`config.mk`:
```
export PLATFORM = sky130hd
export DESIGN_NAME = stack_calculator_alu_unit_flat
export DESIGN_NICKNAME = d
export VERILOG_FILES = /design/src/rtl/stkcalc_pkg.sv /design/src/rtl/stkcalc_req_if.sv /design/src/rtl/stkcalc_rsp_if.sv /design/src/rtl/stack_calculator_alu_unit.sv /design/src/rtl/stkcalc_alu.sv /design/src/flat_wrapper.sv
export SDC_FILE = /design/constraint.sdc
export NUM_CORES = 1
export LEC_CHECK = 0
export BUFFER_PORTS_ARGS = -buffer_cell sky130_fd_sc_hd__buf_2
export CORE_MARGIN = 5
export CORE_UTILIZATION = 54
export DETAILED_ROUTE_END_ITERATION = 10
export GPL_ROUTABILITY_DRIVEN = 0
export MAX_ROUTING_LAYER = met4
export PLACE_DENSITY = 0.73
export RECOVER_POWER = 100
export SLEW_MARGIN = 20
export SYNTH_ARGS = -nofsm -noshare
export SYNTH_HDL_FRONTEND = slang
export SYNTH_SLANG_ARGS = --single-unit
```
`constraint.sdc`:
```
create_clock -name clk -period 4.7 [get_ports clk]
set_input_delay 0.47 -clock clk [delete_from_list [all_inputs] [get_ports clk]]
set_output_delay 0.47 -clock clk [all_outputs]
set_load 0.005 [all_outputs]
```
`src/rtl/stkcalc_pkg.sv`:
```
// stkcalc_pkg: constants, codes and types shared by the stack calculator
// used by stkcalc_req_if, stkcalc_rsp_if, stkcalc_alu and stack_calculator_alu_unit

package stkcalc_pkg;

  localparam int STACK_DEPTH = 16;
  localparam int PTR_W       = (STACK_DEPTH > 1) ? $clog2(STACK_DEPTH) : 1;
  localparam int CNT_W       = $clog2(STACK_DEPTH + 1);

  localparam int OPCODE_W = 3;
  localparam int VALUE_W  = 32;
  localparam int STATUS_W = 2;
  localparam int DEPTH_W  = 5;
  localparam int STEP_W   = $clog2(VALUE_W);
  localparam int ADD_W    = VALUE_W + 2;

  localparam logic [OPCODE_W-1:0] OP_PUSH = 3'd0;
  localparam logic [OPCODE_W-1:0] OP_ADD  = 3'd1;
  localparam logic [OPCODE_W-1:0] OP_SUB  = 3'd2;
  localparam logic [OPCODE_W-1:0] OP_MUL  = 3'd3;
  localparam logic [OPCODE_W-1:0] OP_DIV  = 3'd4;

  localparam logic [STATUS_W-1:0] ST_OK    = 2'd0;
  localparam logic [STATUS_W-1:0] ST_FEW   = 2'd1;
  localparam logic [STATUS_W-1:0] ST_ARITH = 2'd2;
  localparam logic [STATUS_W-1:0] ST_FULL  = 2'd3;

  typedef enum logic [1:0] {
    ALU_ADD = 2'd0,
    ALU_SUB = 2'd1,
    ALU_MUL = 2'd2,
    ALU_DIV = 2'd3
  } alu_op_t;

  typedef struct packed {
    logic               start;
    alu_op_t            op;
    logic [VALUE_W-1:0] a;
    logic [VALUE_W-1:0] b;
  } alu_req_t;

  typedef struct packed {
    logic               done;
    logic               err;
    logic [VALUE_W-1:0] result;
  } alu_rsp_t;

endpackage

```
`src/rtl/stkcalc_req_if.sv`:
```
// stkcalc_req_if: request channel carrying one opcode and push value per transaction
// depends on stkcalc_pkg

interface stkcalc_req_if;
  logic                                  valid;
  logic                                  ready;
  logic [stkcalc_pkg::OPCODE_W-1:0]      opcode;
  logic signed [stkcalc_pkg::VALUE_W-1:0] push_value;

  modport source (output valid, output opcode, output push_value, input ready);
  modport sink   (input valid, input opcode, input push_value, output ready);
endinterface

```
`src/rtl/stkcalc_rsp_if.sv`:
```
// stkcalc_rsp_if: response channel carrying status, top entry and depth per transaction
// depends on stkcalc_pkg

interface stkcalc_rsp_if;
  logic                                   valid;
  logic                                   ready;
  logic [stkcalc_pkg::STATUS_W-1:0]       status;
  logic signed [stkcalc_pkg::VALUE_W-1:0] top_value;
  logic [stkcalc_pkg::DEPTH_W-1:0]        depth;

  modport source (output valid, output status, output top_value, output depth, input ready);
  modport sink   (input valid, input status, input top_value, input depth, output ready);
endinterface

```
`src/rtl/stack_calculator_alu_unit.sv`:
```
// stack_calculator_alu_unit: reverse-polish stack calculator top level
// depends on stkcalc_pkg, stkcalc_req_if, stkcalc_rsp_if and stkcalc_alu

// One request transaction pushes a value or applies add, subtract, multiply or divide to
// the top two entries and yields exactly one response transaction with the status, the
// new top entry (zero on an empty stack) and the new depth. The top entry sits in a
// register and the rest of the stack in a one-read, one-write memory. Push, unused
// opcodes and operations with too few entries skip the arithmetic unit; add and
// subtract use one pass of its shared adder, multiply and divide its 32 iterations,
// while a divide by zero finishes without iterating. A new request is taken once the
// previous one has finished, while its response may still be waiting in the output
// register. No clearing pass is needed after reset.

module stack_calculator_alu_unit (
  input  logic                 clk,
  input  logic                 rst,
  stkcalc_req_if.sink          req,
  stkcalc_rsp_if.source        rsp
);

  localparam int W     = stkcalc_pkg::VALUE_W;
  localparam int CNT_W = stkcalc_pkg::CNT_W;
  localparam int PTR_W = stkcalc_pkg::PTR_W;

  typedef enum logic [3:0] {
    S_IDLE  = 4'b0001,
    S_START = 4'b0010,
    S_CALC  = 4'b0100,
    S_DONE  = 4'b1000
  } top_state_t;

  top_state_t                            state;
  logic [stkcalc_pkg::OPCODE_W-1:0]      op_q;
  logic [W-1:0]                          val_q;
  logic [CNT_W-1:0]                      count;
  logic [CNT_W-1:0]                      count_next;
  logic [W-1:0]                          tos;
  logic [W-1:0]                          tos_next;
  logic [W-1:0]                          rd_q;
  logic [W-1:0]                          mem [stkcalc_pkg::STACK_DEPTH];
  logic                                  we;
  logic [stkcalc_pkg::STATUS_W-1:0]      status_next;
  logic [CNT_W-1:0]                      cnt_m1;
  logic [CNT_W-1:0]                      cnt_m2;
  logic [PTR_W-1:0]                      wr_idx;
  logic [PTR_W-1:0]                      rd_idx;
  logic                                  accept;
  logic                                  out_free;
  logic                                  is_arith;
  logic                                  few;
  logic                                  full;

  logic                                  out_valid;
  logic [stkcalc_pkg::STATUS_W-1:0]      out_status;
  logic [W-1:0]                          out_top;
  logic [stkcalc_pkg::DEPTH_W-1:0]       out_depth;

  stkcalc_pkg::alu_req_t                 alu_req;
  stkcalc_pkg::alu_rsp_t                 alu_rsp;
  stkcalc_pkg::alu_op_t                  alu_op;

  assign accept   = req.valid && (state == S_IDLE);
  assign out_free = !out_valid || rsp.ready;
  assign cnt_m1   = count - CNT_W'(1);
  assign cnt_m2   = count - CNT_W'(2);
  assign wr_idx   = cnt_m1[PTR_W-1:0];
  assign rd_idx   = cnt_m2[PTR_W-1:0];
  assign few      = count < CNT_W'(2);
  assign full     = count == CNT_W'(stkcalc_pkg::STACK_DEPTH);
  assign is_arith = req.opcode inside {stkcalc_pkg::OP_ADD, stkcalc_pkg::OP_SUB,
                                       stkcalc_pkg::OP_MUL, stkcalc_pkg::OP_DIV};

  always_comb begin
    case (op_q)
      stkcalc_pkg::OP_ADD: alu_op = stkcalc_pkg::ALU_ADD;
      stkcalc_pkg::OP_SUB: alu_op = stkcalc_pkg::ALU_SUB;
      stkcalc_pkg::OP_MUL: alu_op = stkcalc_pkg::ALU_MUL;
      default:             alu_op = stkcalc_pkg::ALU_DIV;
    endcase
  end

  assign alu_req.start = (state == S_START);
  assign alu_req.op    = alu_op;
  assign alu_req.a     = rd_q;
  assign alu_req.b     = tos;

  stkcalc_alu u_alu (
    .clk (clk),
    .rst (rst),
    .req (alu_req),
    .rsp (alu_rsp)
  );

  // stack update and status for the finishing transaction
  always_comb begin
    count_next  = count;
    tos_next    = tos;
    we          = 1'b0;
    status_next = stkcalc_pkg::ST_OK;
    case (op_q)
      stkcalc_pkg::OP_PUSH: begin
        if (full) begin
          status_next = stkcalc_pkg::ST_FULL;
        end else begin
          we         = count != '0;
          tos_next   = val_q;
          count_next = count + CNT_W'(1);
        end
      end
      stkcalc_pkg::OP_ADD, stkcalc_pkg::OP_SUB, stkcalc_pkg::OP_MUL, stkcalc_pkg::OP_DIV: begin
        if (few) begin
          status_next = stkcalc_pkg::ST_FEW;
        end else if (alu_rsp.err) begin
          status_next = stkcalc_pkg::ST_ARITH;
        end else begin
          tos_next   = alu_rsp.result;
          count_next = cnt_m1;
        end
      end
      default: begin
        status_next = stkcalc_pkg::ST_OK;
      end
    endcase
  end

  // lower stack entries
  always_ff @(posedge clk) begin
    if (we && state == S_DONE && out_free) begin
      mem[wr_idx] <= tos;
    end
    rd_q <= mem[rd_idx];
  end

  always_ff @(posedge clk) begin
    if (rst) begin
      state     <= S_IDLE;
      count     <= '0;
      out_valid <= 1'b0;
    end else begin
      if (out_valid && rsp.ready && state != S_DONE) begin
        out_valid <= 1'b0;
      end
      case (state)
        S_IDLE: begin
          if (accept) begin
            op_q  <= req.opcode;
            val_q <= req.push_value;
            if (is_arith && !few) begin
              state <= S_START;
            end else begin
              state <= S_DONE;
            end
          end
        end
        S_START: begin
          state <= S_CALC;
        end
        S_CALC: begin
          if (alu_rsp.done) begin
            state <= S_DONE;
          end
        end
        S_DONE: begin
          if (out_free) begin
            count      <= count_next;
            tos        <= tos_next;
            out_valid  <= 1'b1;
            out_status <= status_next;
            out_top    <= (count_next != '0) ? tos_next : '0;
            out_depth  <= stkcalc_pkg::DEPTH_W'(count_next);
            state      <= S_IDLE;
          end else if (rsp.ready) begin
            out_valid <= 1'b0;
          end
        end
        default: begin
          state <= S_IDLE;
        end
      endcase
    end
  end

  assign req.ready     = (state == S_IDLE);
  assign rsp.valid     = out_valid;
  assign rsp.status    = out_status;
  assign rsp.top_value = out_top;
  assign rsp.depth     = out_depth;

`ifndef ASSERT_OFF
  a_count_range: assert property (@(posedge clk) disable iff (rst)
    count <= CNT_W'(stkcalc_pkg::STACK_DEPTH))
    else $error("stack count beyond depth");

  a_rsp_from_done: assert property (@(posedge clk) disable iff (rst)
    $rose(out_valid) |-> $past(state == S_DONE))
    else $error("response raised outside the finishing state");

  a_start_operands: assert property (@(posedge clk) disable iff (rst)
    alu_req.start |-> (count >= CNT_W'(2)))
    else $error("arithmetic started with fewer than two entries");
`endif

endmodule

```
`src/rtl/stkcalc_alu.sv`:
```
// stkcalc_alu: iterative arithmetic unit around one shared 34-bit adder
// add/sub in one pass, shift-add multiply and restoring divide over 32 steps
// depends on stkcalc_pkg

module stkcalc_alu (
  input  logic                  clk,
  input  logic                  rst,
  input  stkcalc_pkg::alu_req_t req,
  output stkcalc_pkg::alu_rsp_t rsp
);

  localparam int W  = stkcalc_pkg::VALUE_W;
  localparam int AW = stkcalc_pkg::ADD_W;

  typedef enum logic [5:0] {
    A_IDLE = 6'b000001,
    A_ADDS = 6'b000010,
    A_NEGA = 6'b000100,
    A_NEGB = 6'b001000,
    A_RUN  = 6'b010000,
    A_FIX  = 6'b100000
  } alu_state_t;

  alu_state_t                       state;
  stkcalc_pkg::alu_op_t             op_q;
  logic [W-1:0]                     a_q;
  logic [W-1:0]                     b_q;
  logic                             neg;
  logic [W-1:0]                     ma;
  logic [W-1:0]                     hi;
  logic [W-1:0]                     lo;
  logic [stkcalc_pkg::STEP_W-1:0]   step;
  logic                             done;
  logic                             err;
  logic [W-1:0]                     result;

  logic [AW-1:0] add_x;
  logic [AW-1:0] add_y;
  logic          add_sub;
  logic [AW-1:0] add_s;
  logic [W:0]    mul_t;
  logic [W:0]    div_r;
  logic          div_ge;
  logic [W-1:0]  mag_a;
  logic [W-1:0]  mag_b;
  logic          ovf;

  // shared adder operand select
  always_comb begin
    add_x   = '0;
    add_y   = '0;
    add_sub = 1'b0;
    case (state)
      A_ADDS: begin
        add_x   = {{2{a_q[W-1]}}, a_q};
        add_y   = {{2{b_q[W-1]}}, b_q};
        add_sub = (op_q == stkcalc_pkg::ALU_SUB);
      end
      A_NEGA: begin
        add_y   = {{2{a_q[W-1]}}, a_q};
        add_sub = 1'b1;
      end
      A_NEGB: begin
        add_y   = {{2{b_q[W-1]}}, b_q};
        add_sub = 1'b1;
      end
      A_RUN: begin
        if (op_q == stkcalc_pkg::ALU_MUL) begin
          add_x = {2'b00, hi};
          add_y = {2'b00, ma};
        end else begin
          add_x   = {1'b0, div_r};
          add_y   = {2'b00, ma};
          add_sub = 1'b1;
        end
      end
      A_FIX: begin
        add_y   = {2'b00, lo};
        add_sub = 1'b1;
      end
      default: begin
        add_sub = 1'b0;
      end
    endcase
  end

  assign add_s  = add_x + (add_sub ? ~add_y : add_y) + AW'(add_sub);
  assign mul_t  = lo[0] ? add_s[W:0] : {1'b0, hi};
  assign div_r  = {hi, lo[W-1]};
  assign div_ge = ~add_s[AW-1];
  assign mag_a  = a_q[W-1] ? add_s[W-1:0] : a_q;
  assign mag_b  = b_q[W-1] ? add_s[W-1:0] : b_q;
  assign ovf    = ((op_q == stkcalc_pkg::ALU_MUL) && (hi != '0)) ||
                  (lo[W-1] && (!neg || (lo[W-2:0] != '0)));

  always_ff @(posedge clk) begin
    if (rst) begin
      state <= A_IDLE;
      done  <= 1'b0;
      step  <= '0;
    end else begin
      done <= 1'b0;
      case (state)
        A_IDLE: begin
          if (req.start) begin
            a_q  <= req.a;
            b_q  <= req.b;
            op_q <= req.op;
            neg  <= req.a[W-1] ^ req.b[W-1];
            if (req.op == stkcalc_pkg::ALU_ADD || req.op == stkcalc_pkg::ALU_SUB) begin
              state <= A_ADDS;
            end else if (req.op == stkcalc_pkg::ALU_DIV && req.b == '0) begin
              done <= 1'b1;
              err  <= 1'b1;
            end else begin
              state <= A_NEGA;
            end
          end
        end
        A_ADDS: begin
          result <= add_s[W-1:0];
          err    <= add_s[W] != add_s[W-1];
          done   <= 1'b1;
          state  <= A_IDLE;
        end
        A_NEGA: begin
          if (op_q == stkcalc_pkg::ALU_MUL) begin
            ma <= mag_a;
          end else begin
            lo <= mag_a;
          end
          state <= A_NEGB;
        end
        A_NEGB: begin
          if (op_q == stkcalc_pkg::ALU_MUL) begin
            lo <= mag_b;
          end else begin
            ma <= mag_b;
          end
          hi    <= '0;
          step  <= '0;
          state <= A_RUN;
        end
        A_RUN: begin
          if (op_q == stkcalc_pkg::ALU_MUL) begin
            hi <= mul_t[W:1];
            lo <= {mul_t[0], lo[W-1:1]};
          end else begin
            hi <= div_ge ? add_s[W-1:0] : div_r[W-1:0];
            lo <= {lo[W-2:0], div_ge};
          end
          step <= step + 1'b1;
          if (step == stkcalc_pkg::STEP_W'(W - 1)) begin
            state <= A_FIX;
          end
        end
        A_FIX: begin
          result <= neg ? add_s[W-1:0] : lo;
          err    <= ovf;
          done   <= 1'b1;
          state  <= A_IDLE;
        end
        default: begin
          state <= A_IDLE;
        end
      endcase
    end
  end

  assign rsp.done   = done;
  assign rsp.err    = err;
  assign rsp.result = result;

`ifndef ASSERT_OFF
  a_done_source: assert property (@(posedge clk) disable iff (rst)
    done |-> $past(state == A_FIX || state == A_ADDS || (state == A_IDLE && req.start)))
    else $error("alu done without a finishing step");

  a_step_idle: assert property (@(posedge clk) disable iff (rst)
    (state != A_RUN) |-> (step == '0))
    else $error("step counter running outside the iteration");
`endif

endmodule

```
`src/flat_wrapper.sv`:
```
// flat-port wrapper written by rule: the top's interface ports become plain ports
module stack_calculator_alu_unit_flat 
  (clk, rst, req_valid, req_opcode, req_push_value, req_ready, rsp_valid, rsp_status, rsp_top_value, rsp_depth, rsp_ready);
  stkcalc_req_if req_i ();
  stkcalc_rsp_if rsp_i ();
  input  logic clk;
  input  logic rst;
  input wire logic [$bits(req_i.valid)-1:0] req_valid;
  input wire logic [$bits(req_i.opcode)-1:0] req_opcode;
  input wire logic [$bits(req_i.push_value)-1:0] req_push_value;
  output wire logic [$bits(req_i.ready)-1:0] req_ready;
  output wire logic [$bits(rsp_i.valid)-1:0] rsp_valid;
  output wire logic [$bits(rsp_i.status)-1:0] rsp_status;
  output wire logic [$bits(rsp_i.top_value)-1:0] rsp_top_value;
  output wire logic [$bits(rsp_i.depth)-1:0] rsp_depth;
  input wire logic [$bits(rsp_i.ready)-1:0] rsp_ready;
  assign req_i.valid = req_valid;
  assign req_i.opcode = req_opcode;
  assign req_i.push_value = req_push_value;
  assign req_ready = req_i.ready;
  assign rsp_valid = rsp_i.valid;
  assign rsp_status = rsp_i.status;
  assign rsp_top_value = rsp_i.top_value;
  assign rsp_depth = rsp_i.depth;
  assign rsp_i.ready = rsp_ready;
  stack_calculator_alu_unit u_core (.clk(clk), .rst(rst), .req(req_i), .rsp(rsp_i));
endmodule
```
==> flow_summary.toml, run 1 <==
[drt]
drt-total-wl_mm = 109
via_count = 25989
first_pass_iters = 9
ant_nets = 0
vias_per_cell = 6.75
initialDrtViolationCount = 4009
drt-wirelength-per-cell_um = 28.4
drc = 0

[place]
placedCellCount = 3659
dp_hpwl_mm = 69.9
io_buffer_count = 79

[finish]
area_growth_pct = 13.6
layout-drive-gt1-share_pct = 19.4
fin_util_pct = 62.1
final_cells = 3853
nets = 2911

[logic_synthesis]
synth_enable_flop_cells = 814
yosysWarnings = 0
ys_seq_area_share_pct = 65.3
syn_inst = 2670
yosysMostFrequentCell = "edfxtp_1"
synth_cell_types = 96
netlist_area_um2 = 39100
synth_ff_type = "edfxtp_1"
synth.largest_area_cell = "edfxtp_1"
synth.top_cell.area_share_pct = 62.5
synthArstFlopShare_pct = 0
ys_seq_elements = 868
syn-num-nets = 2752
avgSynthCellArea_um2 = 14.6
synthTopCellsByArea = "edfxtp_1 (63%), mux4_2 (9.2%), nand2_1 (3.7%), dfxtp_1 (2.8%), mux2i_1 (2.3%)"
synth_common_cells = "edfxtp_1 (814), nand2_1 (386), mux4_2 (160)"

[die]
die_w_um = 279
start_util_pct = 54.6
die_y_um = 279
core_area_um2 = 71600
rows = 98
ios = 80
die-area_um2 = 77900

[min_path]
min_path_type = "input port to flip-flop"
min_from = "req_push_value[27]"

[critical_path]
end_kind = "flip-flop"
r2r_setup_slack_ns = 0.1
cp.arrival_ns = 4.99
rr_startpoint = "u_core.u_alu.state[4]"
worstPathMaxFanout = 33
startpoint = "u_core.u_alu.state[4]"
critical_path_class = "flip-flop to flip-flop"
crit_path_start_kind = "flip-flop"
cp.required_ns = 5.09

[cts]
root_buffer = "clkbuf_16"
worstSkewPairLatency_ns = 0.64
numCtsBuffers = 83
tritoncts = "built"
cts_sinks = 868
path_clk_slew_ns = 0.07
clk_path_buf_depth = 3
htreeDepth = 3

[global_route]
grt_start_max_net_pins = 93
grt_util_all_layers_pct = 28.2
grt_pass1_wl_mm = 162
grt_pass1_vias = 25546
grt_overflow = 0
grt_antenna_before_repair = 4

[timing]
fin_crit_sh_pct = 97.9
slew_violations = 294
slew_headroom_pct = -104
tightestPinTransition_ns = 3.05
max_freq_ghz = 0.217
final-setup-viol-count = 0
fin_setup_tns_ns = 0
whs_ns = 0.0252
finalHoldViolations = 0
fin_worst_skew_ns = 0.0277
period_needed_ns = 4.60

[power]
power.total_w = 0.0169
power.leakage_nw = 15.0
vdd_ir_drop_max_uv = 326
powerDensity_nw_per_um2 = 379

[run_status]
violations = "max-capacitance violations, max-slew violations"
status = "finished with violations"

[flow_run]
cap_violations = 10
[what timing repair did]
action                     in CTS  in global routing
gates resized for setup         2                 39
setup endpoints to repair      15                 84
buffers inserted                1                 11
pin swaps                       1                 16
hold buffers                   23                  0
hold endpoints to repair       23                  0
[kinds of logic after synthesis]
| family | synth area share [%] |
|---|---|
| adders and majority gates | 1.42 |
| muxes | 11.9 |
| AOI/OAI and AO/OA | 9.72 |
| buffers and inverters | 2.10 |
| DFF | 65.3 |
| and+or+nand+nor | 8.17 |
| xor gates and xnor gates | 1.47 |
[worst max-delay path, cell delays in order (launching register included)]
cell and delay [ns]:
dfxtp_1 0.50, nor4_2 0.09, and3b_2 0.27, buf_12 0.19, a222oi_1 0.29, nand2_1 0.17
xnor2_1 0.17, ha_2 0.42, nand4_1 0.22, nor4_2 0.33, buf_4 0.18, nand2_1 0.07
a21oi_1 0.16, a211oi_2 0.05, buf_4 0.17, a21oi_2 0.42, nor2_4 0.18, a211oi_1 0.35
a211oi_1 0.08
[where the power goes]
group	total, W	internal [W]	switching [W]
clock	0.00671	0.00383	0.00289
sequential	0.00884	0.00867	0.000165
combinational	0.00130	0.000531	0.000772
[cell type report]
cell class | count | area, um^2
fillers | 5087 | 27200
flip-flops and latches | 868 | 25500
multi-input cells | 1600 | 13100
clock buffers | 120 | 2350
repair buffers | 247 | 1800
well taps | 950 | 1190
clock inverters | 35 | 368
inverters | 29 | 109
diodes | 4 | 10.0
[per-layer routing]
metal | vias up | track usage (%) | wire [um]
met5 | - | - | 0
met4 | 0 | 9.99 | 3920
met3 | 258 | 4.73 | 11800
met2 | 1846 | 45.3 | 53500
met1 | 12999 | 37.1 | 40100
li1 | 10886 | - | -
[cell usage in the layout, fill, tap and decap left out, types with 72 or more instances in the layout]
cell type  instances
buf_4            114
clkbuf_16         86
mux4_2           160
edfxtp_1         814
nand2_1          386
clkbuf_1          72
a21oi_1          127
nor2_1            92
o21ai_0           83
mux2i_1           90
[metrics by stage]
stage	instance area, um^2	setup WS, ns
after floorplan	39100	0.175
after CTS	44400	0.00860
after global placement	41400	0.0472
after global routing	44400	-0.0401
final	44400	0.0990
after detailed placement	41400	-0.0700
[flip-flops by register name, indices dropped and copies added, names as in the netlist, 3 cells and up]
register,flops
u_core.count,5
u_core.u_alu.b_q,32
u_core.op_q,3
u_core.state,4
u_core.u_alu.step,5
u_core.rsp.depth,5
u_core.u_alu.result,32
u_core.u_alu.state,6
u_core.val_q,32
u_core.u_alu.a_q,32
u_core.mem,512
u_core.u_alu.lo,32
u_core.u_alu.hi,32
u_core.u_alu.ma,32
u_core.rsp.top_value,32
u_core.tos,32
u_core.rd_q,32
[worst paths after layout]
| check | endpoint | cells after the start |
|---|---|---|
| setup reg to reg | u_core.u_alu.hi[14] | 18 |
| hold reg to reg | u_core.u_alu.a_q[17] | 0 |
| hold / removal | u_core.val_q[27] | 1 |
| setup / recovery | u_core.u_alu.hi[14] | 18 |
(Power assumes the default switching activity.)
==> inputs of run 2 (changes only) <==
--- a/config.mk
+++ b/config.mk
@@ -7,11 +7,12 @@
 export LEC_CHECK = 0
 export BUFFER_PORTS_ARGS = -buffer_cell sky130_fd_sc_hd__buf_2
 export CORE_MARGIN = 5
-export CORE_UTILIZATION = 54
+export CORE_UTILIZATION = 40
+export CTS_BUF_LIST = sky130_fd_sc_hd__clkbuf_16
 export DETAILED_ROUTE_END_ITERATION = 10
 export GPL_ROUTABILITY_DRIVEN = 0
+export GPL_TIMING_DRIVEN = 0
 export MAX_ROUTING_LAYER = met4
-export PLACE_DENSITY = 0.73
 export RECOVER_POWER = 100
 export SLEW_MARGIN = 20
 export SYNTH_ARGS = -nofsm -noshare
==> flow_summary.toml, run 2 (same netlist as run 1, synthesis figures left out) <==
[finish]
fin_area_um2 = 46000
top_register = "u_core.mem"
area_growth_pct = 17.7
layout-drive-gt1-share_pct = 21.0
nets = 2998
mostFrequentLayoutCells = "edfxtp_1 (814), nand2_1 (384), mux4_2 (160), clkbuf_1 (122), a21oi_1 (115)"
fillers = 8207
largest_register_ff_count = 512
final_common_cell = "edfxtp_1"

[timing]
tightestPinTransition_ns = 1.12
finalHoldViolations = 0
fin_worst_skew_ns = 0.0213
max_freq_ghz = 0.215
fin_crit_sh_pct = 99.1
period_needed_ns = 4.66
rsz0062_at_grt = "true"
final-setup-viol-count = 0
slew_headroom_pct = 25.4
slew_violations = 0

[critical_path]
crit_chain = "clkbuf_4, nor2_2, and4b_1, buf_4, buf_4, a222oi_1, nand2_1, xnor2_1, ha_2, nand4_1, buf_4, buf_4, nor4_1, a31oi_1, o41a_1, nand3_1, a311oi_1, a211oi_1"
slowest_stage = "ha_2"
crit_path_start_kind = "flip-flop"
worstPathMaxFanout = 10
end_kind = "flip-flop"
max_stage_delay_ns = 0.39
cp.required_ns = 5.05
cp.arrival_ns = 5.01
critical_path_class = "flip-flop to flip-flop"
crit_top_cell = "buf_4"

[global_route]
grt_pass1_wl_mm = 177
grt_util_all_layers_pct = 23.8
grt_antenna_before_repair = 7
grt_pass1_vias = 26129
grt_start_max_net_pins = 30
grt_overflow = 0

[power]
netSwitchingFraction_pct = 23.1
power.leakage_nw = 15.5
power.total_w = 0.0170
p_int_w = 0.0131
p_clk_share_pct = 40.1
power.switching_w = 0.00393
pwr-share-comb_pct = 8.0
p_seq_share_pct = 51.9
vdd_ir_drop_max_uv = 328
powerDensity_nw_per_um2 = 370

[die]
core_area_um2 = 96900
die_y_um = 323
start_util_pct = 40.4
die-area_um2 = 104000
die_w_um = 323
rows = 114
ios = 80

[drt]
drc = 0
via_count = 26442
vias_per_cell = 6.20
initialDrtViolationCount = 3871
ant_nets = 0
drt-total-wl_mm = 123
drt-wirelength-per-cell_um = 28.9
first_pass_iters = 6

[cts]
path_clk_slew_ns = 0.07
tritoncts = "built"
root_buffer = "clkbuf_16"
cts_sinks = 868
clk_path_buf_depth = 3
htreeDepth = 3
worstSkewPairLatency_ns = 0.64
numCtsBuffers = 85

[place]
dp_hpwl_mm = 85.2
place_area_um2 = 42000
io_buffer_count = 78

[min_path]
min_path_type = "input port to flip-flop"

[flow_run]
cap_violations = 0

[run_status]
status = "completed"
==> run 2: power by group through the flow <==
stage | clock network (W) | registers (W) | logic (W)
finish | 0.00683 | 0.00884 | 0.00137
global route | 0.00726 | 0.00885 | 0.00146
CTS | 0.00692 | 0.00883 | 0.00138
detailed placement | 0 | 0.00900 | 0.00136
global placement | 0 | 0.00900 | 0.00128
floorplan | 0 | 0.00891 | 0.000839
==> run 2: critical path, delay by kind of cell, from the launching register on <==
| kind | cells | cell delay (ns) |
|---|---|---|
| AOI/OAI and AO/OA | 5 | 1.55 |
| xor gates and xnor gates | 1 | 0.30 |
| adders and majority gates | 1 | 0.39 |
| buffers and inverters | 5 | 0.85 |
| DFF | 1 | 0.30 |
| and+or+nand+nor | 6 | 0.99 |
==> run 2: metal layers <==
metal	track usage, %	up-vias	share of wire [%]
met5	-	-	0
met4	8.63	0	4.4
met3	4.59	403	10
met2	38.0	1658	47
met1	30.8	13311	38
li1	-	11070	-
==> run 2: timing repair <==
action                     in CTS  in global routing
setup endpoints to repair     453                100
hold buffers                   28                  0
gates resized for setup       106                129
hold endpoints to repair       28                  0
pin swaps                       9                 50
buffers inserted                9                 26
==> run 2: path summary, 6_finish.rpt <==
check                           slack (ns)              endpoint  cells past startpoint             startpoint
worst max-delay path                  0.04   u_core.u_alu.hi[17]                     18  u_core.u_alu.state[1]
worst min-delay path                  0.03       u_core.val_q[4]                      1      req_push_value[4]
worst max register to register        0.04   u_core.u_alu.hi[17]                     18  u_core.u_alu.state[1]
worst min register to register        0.40  u_core.u_alu.a_q[13]                      0        u_core.rd_q[13]
==> run 2: layout make-up <==
class | instances | area (um^2) | share of cell area, %
multi-input cells | 1600 | 13600 | 29.6
clock inverters | 72 | 589 | 1.28
plain buffers | 159 | 817 | 1.78
repair buffers | 173 | 1560 | 3.39
clock buffers | 88 | 2200 | 4.78
diodes | 2 | 5.00 | 0.0109
well taps | 1276 | 1600 | 3.47
inverters | 29 | 109 | 0.237
flip-flops and latches | 868 | 25500 | 55.5
==> run 2: per-stage QoR <==
stage,cells,setup WS (ns),hold slack (ns),TNS [ns],utilization [%]
3_3_place_gp,4024,-2.21,0.388,-1474.77,42.4
2_1_floorplan,2670,0.175,0.386,0,-
6_report,4267,0.0408,0.0304,0,47.5
3_5_place_dp,4056,-1.45,0.389,-156.94,43.3
4_1_cts,4240,0.00261,0.00307,0,46.9
5_1_grt,4267,-0.0626,0.00334,-0.454,47.5
